===== src/rtl/fpg_pkg.sv =====
// Shared types and constants for the fern point generator.
// Holds the sequencer state type, map codes, the generator constants and the
// fixed-point map coefficients. No dependencies.
package fpg_pkg;

    localparam int MUL_W  = 33;
    localparam int PROD_W = 64;

    // Configuration register indexes.
    localparam logic [1:0] CFG_SCALE    = 2'd0;
    localparam logic [1:0] CFG_X_OFFSET = 2'd1;
    localparam logic [1:0] CFG_Y_OFFSET = 2'd2;

    localparam logic [30:0] SCALE_RESET    = 31'd3276800;
    localparam logic [31:0] X_OFFSET_RESET = 32'd26214400;
    localparam logic [31:0] Y_OFFSET_RESET = 32'd0;

    // Linear congruential generator.
    localparam logic [30:0] LCG_MUL  = 31'd1103515245;
    localparam logic [30:0] LCG_ADD  = 31'd12345;
    localparam logic [30:0] LCG_SEED = 31'd42;

    // Map choice thresholds: 0.01, 0.86 and 0.93 of 2^31-1.
    localparam logic [30:0] TH_STEM = 31'd21474837;
    localparam logic [30:0] TH_MAIN = 31'd1846835937;
    localparam logic [30:0] TH_LEFT = 31'd1997159792;

    // Map coefficients in Q8.24, rounded to nearest.
    localparam logic signed [MUL_W-1:0] K_085 = 33'sd14260634;
    localparam logic signed [MUL_W-1:0] K_004 = 33'sd671089;
    localparam logic signed [MUL_W-1:0] K_016 = 33'sd2684355;
    localparam logic signed [MUL_W-1:0] K_160 = 33'sd26843546;
    localparam logic signed [MUL_W-1:0] K_020 = 33'sd3355443;
    localparam logic signed [MUL_W-1:0] K_026 = 33'sd4362076;
    localparam logic signed [MUL_W-1:0] K_023 = 33'sd3858760;
    localparam logic signed [MUL_W-1:0] K_022 = 33'sd3690988;
    localparam logic signed [MUL_W-1:0] K_015 = 33'sd2516582;
    localparam logic signed [MUL_W-1:0] K_028 = 33'sd4697620;
    localparam logic signed [MUL_W-1:0] K_024 = 33'sd4026532;
    localparam logic signed [MUL_W-1:0] K_044 = 33'sd7381975;

    typedef enum logic [1:0] {
        MAP_STEM  = 2'd0,
        MAP_MAIN  = 2'd1,
        MAP_LEFT  = 2'd2,
        MAP_RIGHT = 2'd3
    } map_t;

    // Which product of the affine map is being formed.
    typedef enum logic [1:0] {
        TERM_XX = 2'd0,
        TERM_XY = 2'd1,
        TERM_YX = 2'd2,
        TERM_YY = 2'd3
    } term_t;

    typedef enum logic [10:0] {
        ST_IDLE = 11'b000_0000_0001,
        ST_MAP  = 11'b000_0000_0010,
        ST_X1   = 11'b000_0000_0100,
        ST_X2   = 11'b000_0000_1000,
        ST_Y1   = 11'b000_0001_0000,
        ST_Y2   = 11'b000_0010_0000,
        ST_PX   = 11'b000_0100_0000,
        ST_PY   = 11'b000_1000_0000,
        ST_SY   = 11'b001_0000_0000,
        ST_VY   = 11'b010_0000_0000,
        ST_OUT  = 11'b100_0000_0000
    } state_t;

    // Coefficient of one product term of the selected affine map.
    function automatic logic signed [MUL_W-1:0] map_coef(input map_t m, input term_t term);
        logic signed [MUL_W-1:0] c;
        begin
            c = '0;
            case (m)
                MAP_STEM:
                begin
                    c = (term == TERM_YY) ? K_016 : '0;
                end
                MAP_MAIN:
                begin
                    case (term)
                        TERM_XX: c = K_085;
                        TERM_XY: c = K_004;
                        TERM_YX: c = -K_004;
                        default: c = K_085;
                    endcase
                end
                MAP_LEFT:
                begin
                    case (term)
                        TERM_XX: c = K_020;
                        TERM_XY: c = -K_026;
                        TERM_YX: c = K_023;
                        default: c = K_022;
                    endcase
                end
                default:
                begin
                    case (term)
                        TERM_XX: c = -K_015;
                        TERM_XY: c = K_028;
                        TERM_YX: c = K_026;
                        default: c = K_024;
                    endcase
                end
            endcase
            return c;
        end
    endfunction

    // Constant term added to the new y of the selected map.
    function automatic logic signed [MUL_W-1:0] map_y_const(input map_t m);
        logic signed [MUL_W-1:0] c;
        begin
            case (m)
                MAP_STEM:  c = '0;
                MAP_MAIN:  c = K_160;
                MAP_LEFT:  c = K_160;
                default:   c = K_044;
            endcase
            return c;
        end
    endfunction

endpackage


===== src/rtl/fpg_mul.sv =====
// Shared signed multiplier of the fern point generator, one registered product.
// Depends on fpg_pkg for the operand and product widths.
module fpg_mul
    import fpg_pkg::*;
(
    input  logic                      clk,
    input  logic                      en,
    input  logic signed [MUL_W-1:0]   a,
    input  logic signed [MUL_W-1:0]   b,
    output logic signed [PROD_W-1:0]  prod
);

    logic signed [2*MUL_W-1:0] full;
    logic signed [PROD_W-1:0]  prod_reg;

    assign full = a * b;
    assign prod = prod_reg;

    // Every value formed here fits in 64 signed bits.
    always_ff @(posedge clk)
    begin
        if (en)
        begin
            prod_reg <= full[PROD_W-1:0];
        end
    end

endmodule


===== src/rtl/fern_point_generator.sv =====
// Top level of the fern point generator: sequencer, point state and projection.
// Depends on fpg_pkg and instantiates the shared multiplier fpg_mul.
//
//  Channel   Signals                                   Direction  Transaction
//  -------   ---------------------------------------   ---------  ---------------------------
//  in        in_valid, in_stall, restart               into       one tick of the generator
//  out       out_valid, out_stall, pixel_x, pixel_y,   out of     one generated fern point
//            visible, color_index, map_used
//  cfg       cfg_valid, cfg_ready, cfg_index, cfg_data  into       one register write
//
// A tick runs from acceptance through the sequencer steps to the result register, and
// the next is accepted no sooner than the cycle after that load. The single shared
// 33x33 multiplier is used eight times per tick (generator, four map products, two
// projections, colour reciprocal), and the sequencer walks those steps in order.
// Reset clears the sequencer, the generator, the point and the registers to their
// defaults. While a tick is in flight in_stall is high. A finished result waits in
// the output register while out_stall is high; the sequencer holds in its last step
// until that register is free. Configuration writes are always taken.

module fern_point_generator
    import fpg_pkg::*;
#(
    parameter int SCREEN_WIDTH  = 800,
    parameter int SCREEN_HEIGHT = 600,
    parameter int COLOR_STEPS   = 64
)
(
    input  logic               clk,
    input  logic               rst_n,

    input  logic               in_valid,
    output logic               in_stall,
    input  logic               restart,

    output logic               out_valid,
    input  logic               out_stall,
    output logic signed [15:0] pixel_x,
    output logic signed [15:0] pixel_y,
    output logic               visible,
    output logic [5:0]         color_index,
    output logic [1:0]         map_used,

    input  logic               cfg_valid,
    output logic               cfg_ready,
    input  logic [1:0]         cfg_index,
    input  logic [31:0]        cfg_data
);

    // The colour index is an integer below 1281 in magnitude. It is moved to a
    // nonnegative value by a multiple of COLOR_STEPS and reduced by a reciprocal.
    localparam int COLOR_BIAS = COLOR_STEPS * ((2048 + COLOR_STEPS - 1) / COLOR_STEPS);
    localparam int COLOR_RECIP = ((1 << 24) + COLOR_STEPS - 1) / COLOR_STEPS;

    state_t state_reg, state_next;

    logic [30:0]        scale_reg;
    logic signed [31:0] x_offset_reg;
    logic signed [31:0] y_offset_reg;

    logic [30:0]        lcg_reg;
    logic signed [31:0] point_x_reg;
    logic signed [31:0] point_y_reg;
    logic signed [31:0] nx_reg;
    map_t               map_reg;

    logic signed [63:0] acc_reg;
    logic signed [15:0] sx_reg;
    logic [11:0]        bias_reg;

    logic               out_valid_reg;
    logic signed [15:0] sx_out_reg;
    logic signed [15:0] sy_out_reg;
    logic               vis_out_reg;
    logic [5:0]         color_out_reg;
    logic [1:0]         map_out_reg;

    logic                      in_accept;
    logic                      out_free;
    logic                      mul_en;
    logic signed [MUL_W-1:0]   mul_a;
    logic signed [MUL_W-1:0]   mul_b;
    logic signed [PROD_W-1:0]  prod;

    logic [30:0]        lcg_seed;
    logic [30:0]        lcg_new;
    map_t               map_new;
    logic signed [39:0] rnd;
    logic signed [40:0] ny_sum;
    logic signed [31:0] nx_sat;
    logic signed [31:0] ny_sat;
    logic signed [35:0] py_times10;
    logic signed [12:0] color_t;
    logic [11:0]        color_biased;
    logic [11:0]        color_q;
    logic [20:0]        color_qc;
    logic [11:0]        color_rem;
    logic signed [15:0] sy_val;
    logic               vis_val;

    // Truncating divide by 2^40 toward zero, then saturate to 16 bits.
    function automatic logic signed [15:0] trunc_sat16(input logic signed [63:0] v);
        logic signed [24:0] q;
        begin
            q = {v[63], v[63:40]} + 25'(v[63] && (|v[39:0]));
            if (q > 25'sd32767)
            begin
                return 16'sh7fff;
            end
            else if (q < -25'sd32768)
            begin
                return 16'sh8000;
            end
            return q[15:0];
        end
    endfunction

    function automatic logic signed [31:0] sat32(input logic signed [40:0] v);
        begin
            if (v > 41'sd2147483647)
            begin
                return 32'sh7fffffff;
            end
            else if (v < -41'sd2147483648)
            begin
                return 32'sh80000000;
            end
            return v[31:0];
        end
    endfunction

    assign in_accept = in_valid && !in_stall;
    assign in_stall  = (state_reg != ST_IDLE);
    assign out_free  = !out_valid_reg || !out_stall;
    assign cfg_ready = 1'b1;

    assign out_valid   = out_valid_reg;
    assign pixel_x     = sx_out_reg;
    assign pixel_y     = sy_out_reg;
    assign visible     = vis_out_reg;
    assign color_index = color_out_reg;
    assign map_used    = map_out_reg;

    // Generator step and map choice.
    assign lcg_seed = (lcg_reg == '0) ? LCG_SEED : lcg_reg;
    assign lcg_new  = prod[30:0] + LCG_ADD;

    always_comb
    begin
        if (lcg_new < TH_STEM)
        begin
            map_new = MAP_STEM;
        end
        else if (lcg_new < TH_MAIN)
        begin
            map_new = MAP_MAIN;
        end
        else if (lcg_new < TH_LEFT)
        begin
            map_new = MAP_LEFT;
        end
        else
        begin
            map_new = MAP_RIGHT;
        end
    end

    // Round half up to Q8.24; the new y also gets the map's constant term.
    assign rnd    = 40'((acc_reg + 64'sd8388608) >>> 24);
    assign nx_sat = sat32(41'(rnd));
    assign ny_sum = 41'(rnd) + 41'(map_y_const(map_reg));
    assign ny_sat = sat32(ny_sum);

    // Colour: trunc(y * 10) reduced modulo COLOR_STEPS into 0..COLOR_STEPS-1.
    assign py_times10   = (36'(point_y_reg) <<< 3) + (36'(point_y_reg) <<< 1);
    assign color_t      = {py_times10[35], py_times10[35:24]}
                          + 13'(py_times10[35] && (|py_times10[23:0]));
    assign color_biased = 12'(color_t + 13'(COLOR_BIAS));
    assign color_q      = prod[35:24];
    assign color_qc     = 21'(color_q) * 21'(COLOR_STEPS);
    assign color_rem    = bias_reg - color_qc[11:0];

    assign sy_val  = trunc_sat16(acc_reg);
    assign vis_val = (sx_reg >= 16'sd0) && (sx_reg < 16'(SCREEN_WIDTH))
                     && (sy_val >= 16'sd0) && (sy_val < 16'(SCREEN_HEIGHT));

    // Operand selection for the shared multiplier.
    always_comb
    begin
        mul_en = 1'b1;
        mul_a  = '0;
        mul_b  = '0;
        case (state_reg)
            ST_IDLE:
            begin
                mul_en = in_accept;
                mul_a  = MUL_W'(lcg_seed);
                mul_b  = MUL_W'(LCG_MUL);
            end
            ST_X1:
            begin
                mul_a = map_coef(map_reg, TERM_XX);
                mul_b = MUL_W'(point_x_reg);
            end
            ST_X2:
            begin
                mul_a = map_coef(map_reg, TERM_XY);
                mul_b = MUL_W'(point_y_reg);
            end
            ST_Y1:
            begin
                mul_a = map_coef(map_reg, TERM_YX);
                mul_b = MUL_W'(point_x_reg);
            end
            ST_Y2:
            begin
                mul_a = map_coef(map_reg, TERM_YY);
                mul_b = MUL_W'(point_y_reg);
            end
            ST_PX:
            begin
                mul_a = MUL_W'(nx_reg);
                mul_b = MUL_W'(scale_reg);
            end
            ST_SY:
            begin
                mul_a = MUL_W'(point_y_reg);
                mul_b = MUL_W'(scale_reg);
            end
            ST_VY:
            begin
                mul_a = MUL_W'(bias_reg);
                mul_b = MUL_W'(COLOR_RECIP);
            end
            default:
            begin
                mul_en = 1'b0;
            end
        endcase
    end

    fpg_mul u_mul (
        .clk  (clk),
        .en   (mul_en),
        .a    (mul_a),
        .b    (mul_b),
        .prod (prod)
    );

    always_comb
    begin
        state_next = state_reg;
        case (state_reg)
            ST_IDLE: state_next = in_accept ? ST_MAP : ST_IDLE;
            ST_MAP:  state_next = ST_X1;
            ST_X1:   state_next = ST_X2;
            ST_X2:   state_next = ST_Y1;
            ST_Y1:   state_next = ST_Y2;
            ST_Y2:   state_next = ST_PX;
            ST_PX:   state_next = ST_PY;
            ST_PY:   state_next = ST_SY;
            ST_SY:   state_next = ST_VY;
            ST_VY:   state_next = ST_OUT;
            ST_OUT:  state_next = out_free ? ST_IDLE : ST_OUT;
            default: state_next = ST_IDLE;
        endcase
    end

    always_ff @(posedge clk or negedge rst_n)
    begin
        if (!rst_n)
        begin
            state_reg     <= ST_IDLE;
            scale_reg     <= SCALE_RESET;
            x_offset_reg  <= X_OFFSET_RESET;
            y_offset_reg  <= Y_OFFSET_RESET;
            lcg_reg       <= '0;
            point_x_reg   <= '0;
            point_y_reg   <= '0;
            out_valid_reg <= 1'b0;
        end
        else
        begin
            state_reg <= state_next;

            if (cfg_valid && cfg_ready)
            begin
                case (cfg_index)
                    CFG_SCALE:    scale_reg    <= cfg_data[30:0];
                    CFG_X_OFFSET: x_offset_reg <= cfg_data;
                    CFG_Y_OFFSET: y_offset_reg <= cfg_data;
                    default:      ;
                endcase
            end

            if (in_accept && restart)
            begin
                point_x_reg <= '0;
                point_y_reg <= '0;
            end
            if (state_reg == ST_MAP)
            begin
                lcg_reg <= lcg_new;
            end
            if (state_reg == ST_PX)
            begin
                point_x_reg <= nx_reg;
            end
            if (state_reg == ST_PY)
            begin
                point_y_reg <= ny_sat;
            end

            if (state_reg == ST_OUT && out_free)
            begin
                out_valid_reg <= 1'b1;
            end
            else if (!out_stall)
            begin
                out_valid_reg <= 1'b0;
            end
        end
    end

    // Datapath registers; the sequencer orders their use, so they need no reset.
    always_ff @(posedge clk)
    begin
        case (state_reg)
            ST_MAP:
            begin
                map_reg <= map_new;
            end
            ST_X2:
            begin
                acc_reg <= prod;
            end
            ST_Y1:
            begin
                acc_reg <= acc_reg + prod;
            end
            ST_Y2:
            begin
                nx_reg  <= nx_sat;
                acc_reg <= prod;
            end
            ST_PX:
            begin
                acc_reg <= acc_reg + prod;
            end
            ST_PY:
            begin
                acc_reg <= prod + (64'(x_offset_reg) <<< 24);
            end
            ST_SY:
            begin
                sx_reg   <= trunc_sat16(acc_reg);
                bias_reg <= color_biased;
            end
            ST_VY:
            begin
                acc_reg <= (64'(SCREEN_HEIGHT) <<< 40) - prod - (64'(y_offset_reg) <<< 24);
            end
            ST_OUT:
            begin
                if (out_free)
                begin
                    sx_out_reg    <= sx_reg;
                    sy_out_reg    <= sy_val;
                    vis_out_reg   <= vis_val;
                    color_out_reg <= vis_val ? color_rem[5:0] : 6'd0;
                    map_out_reg   <= map_reg;
                end
            end
            default:
            begin
            end
        endcase
    end

    // The sequencer is always in exactly one state.
    assert property (@(posedge clk) disable iff (!rst_n) $onehot(state_reg))
        else $error("sequencer state is not one-hot");

    // An accepted tick starts the generator step in the next cycle.
    assert property (@(posedge clk) disable iff (!rst_n)
        in_valid && !in_stall |=> state_reg == ST_MAP)
        else $error("accepted tick did not start the sequence");

    // A result register is loaded only from the final step.
    assert property (@(posedge clk) disable iff (!rst_n)
        $rose(out_valid_reg) |-> $past(state_reg) == ST_OUT)
        else $error("result appeared outside the final step");

    // A point off screen carries colour index zero.
    assert property (@(posedge clk) disable iff (!rst_n)
        out_valid_reg && !vis_out_reg |-> color_out_reg == 6'd0)
        else $error("invisible point has a nonzero colour index");

    // A visible point lies inside the screen.
    assert property (@(posedge clk) disable iff (!rst_n)
        out_valid_reg && vis_out_reg |-> sx_out_reg >= 16'sd0
            && sx_out_reg < 16'(SCREEN_WIDTH) && sy_out_reg >= 16'sd0
            && sy_out_reg < 16'(SCREEN_HEIGHT))
        else $error("visible point lies off screen");

endmodule

===== config.mk =====
export PLATFORM = sky130hd
export DESIGN_NAME = fern_point_generator
export DESIGN_NICKNAME = d
export VERILOG_FILES = /design/src/rtl/fpg_pkg.sv /design/src/rtl/fpg_mul.sv /design/src/rtl/fern_point_generator.sv
export SDC_FILE = /design/constraint.sdc
export NUM_CORES = 2
export LEC_CHECK = 0
export BUFFER_PORTS_ARGS = -buffer_cell sky130_fd_sc_hd__buf_2
export CORE_AREA = 2 2 404 406
export DETAILED_ROUTE_END_ITERATION = 7
export DIE_AREA = 0 0 406 408
export GPL_TIMING_DRIVEN = 0
export MAX_ROUTING_LAYER = met4
export SLEW_MARGIN = 20
export SYNTH_ARGS = -nofsm -noshare
export SYNTH_HDL_FRONTEND = slang
export SYNTH_HIERARCHICAL = 1
export SYNTH_SLANG_ARGS = --single-unit

===== constraint.sdc =====
create_clock -name clk -period 10.7 [get_ports clk]
set_clock_uncertainty 0.2 [all_clocks]
set_input_delay 0.535 -clock clk [delete_from_list [all_inputs] [get_ports clk]]
set_output_delay 0.535 -clock clk [all_outputs]
set_load 0.01 [all_outputs]

==> run metrics <==
status complete, no violations; fin area 79,600 µm²; Final GP Congestion 1.06; Async SR Flop Fraction between 40% and 50%; CP Launch Type flop; share of layout cells above drive strength 1 about 10%; Seq/Total Area, Yosys about 17%; unrepaired setup endpoints after global routing true; dominant synthesized flop cell edfxtp_1; worst reg2reg endpoint u_mul/prod[62]$_DFFE_PP_; initial antenna violation count 43; Max stage delay cell, worst path a222oi_1; Yosys top cell by area fa_1; largest cells by area after synthesis fa_1 31%, edfxtp_1 9.6%, ha_1 8.7%; syn_nets 9,496; H-tree Lvls 2; Final WS setup 0.0471 ns; CTS tree yes; residual DRC count 0; chip height between 400 and 500 µm; via/cell ratio slightly below 6; router iterations before antenna repair 7; Top cell by count, worst path fa_1; worst setup path endpoint u_mul/prod[62]$_DFFE_PP_; Vias 60,700; crit path time final 10.65 ns; FP Rows roughly 150; Syn. warnings 6; fraction of the cycle the final worst path needs 99.6%; syn_area_per_cell slightly above 9 µm²; placed inst area roughly 76,000 µm²; most frequent cell after synthesis inv_1; Worst EP required 11.02 ns; # Max-Cap Violations 0; Remaining Overflow, GRT 0; Place WS -3.01 ns; number of synthesized flops with an enable pin between 200 and 250; Max Slew Vio Count 0; worst path bufs/invs 8; Setup crit end kind flop; WL per Instance 29.9 µm; HP Class input port to flop; vias in the first global route 61,500; WP depth 33; worst slew pin tran roughly 1.2 ns; area grow syn2layout 10.1%; Reg2Reg Setup Slack 0.05 ns; Final nets 9,698; clock-pin transition on the worst setup and hold timing paths about 0.06 ns; CP Max Fanout 10; leading cell types by count after synthesis 1,292 x inv_1, 1,129 x fa_1, 881 x nand2_1; hpwl dp ~250,000 µm; Die ar. 166,000 µm²; FF+latch count, synth approximately 430; final setup fails 0; clock latency on the worst-skew pair approximately 0.7 ns; CP max stage delay 0.66 ns; initial DRC count 6,636; Post-Syn Instances a little under 8,000; Chip Width around 400 µm; post-synthesis cell area 72,200 µm²; max_slew headroom 19.0%; Starting Density 44.7%; Num CTS Buffers 51; kind of critical path flop to flop; largest net degree at the start of global routing 93; core area 162,000 µm²; first-pass GRT wire length 437,000 µm; DRT antenna net count 0; I/O pin count 84; drt total wl 308,000 µm; clock root buffer clkbuf_16; Synth top area share 31.3%; Sum Neg Setup Slack 0 ns; Port Buffers 82; fmax about 0.094 GHz; FILL cells 15,600; gr usage total between 30% and 40%; critical path startpoint state_reg[7]$_DFF_PN0_; Crit path arrival time 10.97 ns; Synth cell types between 100 and 150; Max clock buf depth 3; depth of the most critical reg-to-reg path 33; clk sink count 433; Top Family by Delay on Critical Path adder cells; Final Hold Fails 0; R2R Path Start state_reg[7]$_DFF_PN0_
## how the worst min path moves through the flow
stage | from | endpoint | slack, ns | depth (start not counted)
2_1_floorplan | rst_n | lcg_reg[0]$_DFFE_PN0P_ | 0.04 | 0
3_3_place_gp | sx_reg[4]$_DFFE_PN_ | pixel_x[4]$_DFFE_PP_ | 0.20 | 0
3_5_place_dp | sx_reg[3]$_DFFE_PN_ | pixel_x[3]$_DFFE_PP_ | 0.21 | 0
4_1_cts | out_stall | out_valid$_DFFE_PN0P_ | 0.05 | 3
5_1_grt | cfg_data[16] | y_offset_reg[16]$_DFFE_PN0P_ | 0.07 | 2
6_report | cfg_data[31] | y_offset_reg[31]$_DFFE_PN0P_ | 0.05 | 2
## worst reg2reg max path, delay by kind of cell, from the launching register on
family | cells | cell delay (ns)
buffers and inverters | 8 | 1.35
AO/OA/AOI/OAI | 7 | 1.75
flip-flops | 1 | 0.53
adder cells (fa/ha/maj) | 9 | 4.61
AND/OR/NAND/NOR | 9 | 2.05
## cell families after synthesis
logic type,share of synthesized area (%)
flip-flops,16.6
multiplexers,1.73
other,0.00519
XOR/XNOR,4.66
adder cells (fa/ha/maj),40.0
AND/OR/NAND/NOR,15.8
AO/OA/AOI/OAI,12.4
buffers and inverters,8.78
## stage by stage
step | cells | util [%] | hold slack [ns]
final | 10300 | 49.2 | 0.0457
after global routing | 10300 | 49.2 | 0.0663
after floorplan | 7823 | - | 0.0394
after detailed placement | 10100 | 46.9 | 0.206
after CTS | 10200 | 48.9 | 0.0479
after global placement | 10100 | 46.6 | 0.202
## what timing repair did
item / 4_1_cts / 5_1_grt
endpoints found under the hold margin: 108 / 0
cloned: 0 / 1
pin swaps: 26 / 28
setup buffers: 44 / 24
endpoints found under the setup margin: 49 / 29
resized for setup: 391 / 166
hold buffers: 2 / 0
## metal layers
metal / track usage, % / up-vias / routed length [µm] / part of all wire (%)
met5: - / - / 0 / 0
met4: 19.8 / 0 / 19900 / 6.5
met3: 10.4 / 662 / 33900 / 11
met2: 55.6 / 3100 / 134000 / 43
met1: 48.4 / 31000 / 120000 / 39
li1: - / 25900 / - / -
## placed cells by master (no fill, tap or decap), types with 32 or more instances in the layout
| cell type | synthesis | final |
|---|---|---|
| a21o_1 | 144 | 143 |
| a21oi_1 | 321 | 316 |
| a222oi_1 | 32 | 32 |
| a22oi_1 | 96 | 91 |
| a31oi_1 | 43 | 41 |
| and2_1 | 583 | 580 |
| and3_1 | 48 | 47 |
| buf_2 | 18 | 115 |
| buf_4 | 4 | 73 |
| clkbuf_1 | 348 | 125 |
| clkbuf_16 | 0 | 53 |
| clkbuf_2 | 1 | 86 |
| clkbuf_4 | 0 | 58 |
| dfrtp_1 | 195 | 191 |
| diode_2 | 0 | 36 |
| edfxtp_1 | 231 | 231 |
| fa_1 | 1129 | 1119 |
| ha_1 | 504 | 497 |
| inv_1 | 1292 | 1284 |
| mux2_2 | 100 | 100 |
| nand2_1 | 881 | 845 |
| nand2b_1 | 44 | 43 |
| nand3_1 | 111 | 96 |
| nand4_1 | 78 | 78 |
| nor2_1 | 236 | 233 |
| nor2b_1 | 50 | 49 |
| nor3_1 | 54 | 52 |
| nor4_1 | 43 | 40 |
| o21a_1 | 34 | 34 |
| o21ai_0 | 258 | 250 |
| o21bai_1 | 46 | 46 |
| xnor2_1 | 274 | 274 |
| xor2_1 | 110 | 110 |
## cell type report
class / count / area, µm² / area share (%)
Clock buffer: 60 / 1330 / 1.67
Buffer: 358 / 2170 / 2.73
Antenna cell: 36 / 90.1 / 0.113
Multi-Input combinational cell: 5716 / 54400 / 68.4
Sequential cell: 433 / 12000 / 15.1
Timing Repair Buffer: 172 / 1490 / 1.88
Tap cell: 2175 / 2720 / 3.42
Inverter: 1293 / 4870 / 6.12
Clock inverter: 36 / 433 / 0.544
Power is left out: the tool's default activity adds up to more than one toggle a clock period on the data nets, which glitch-free logic cannot reach.
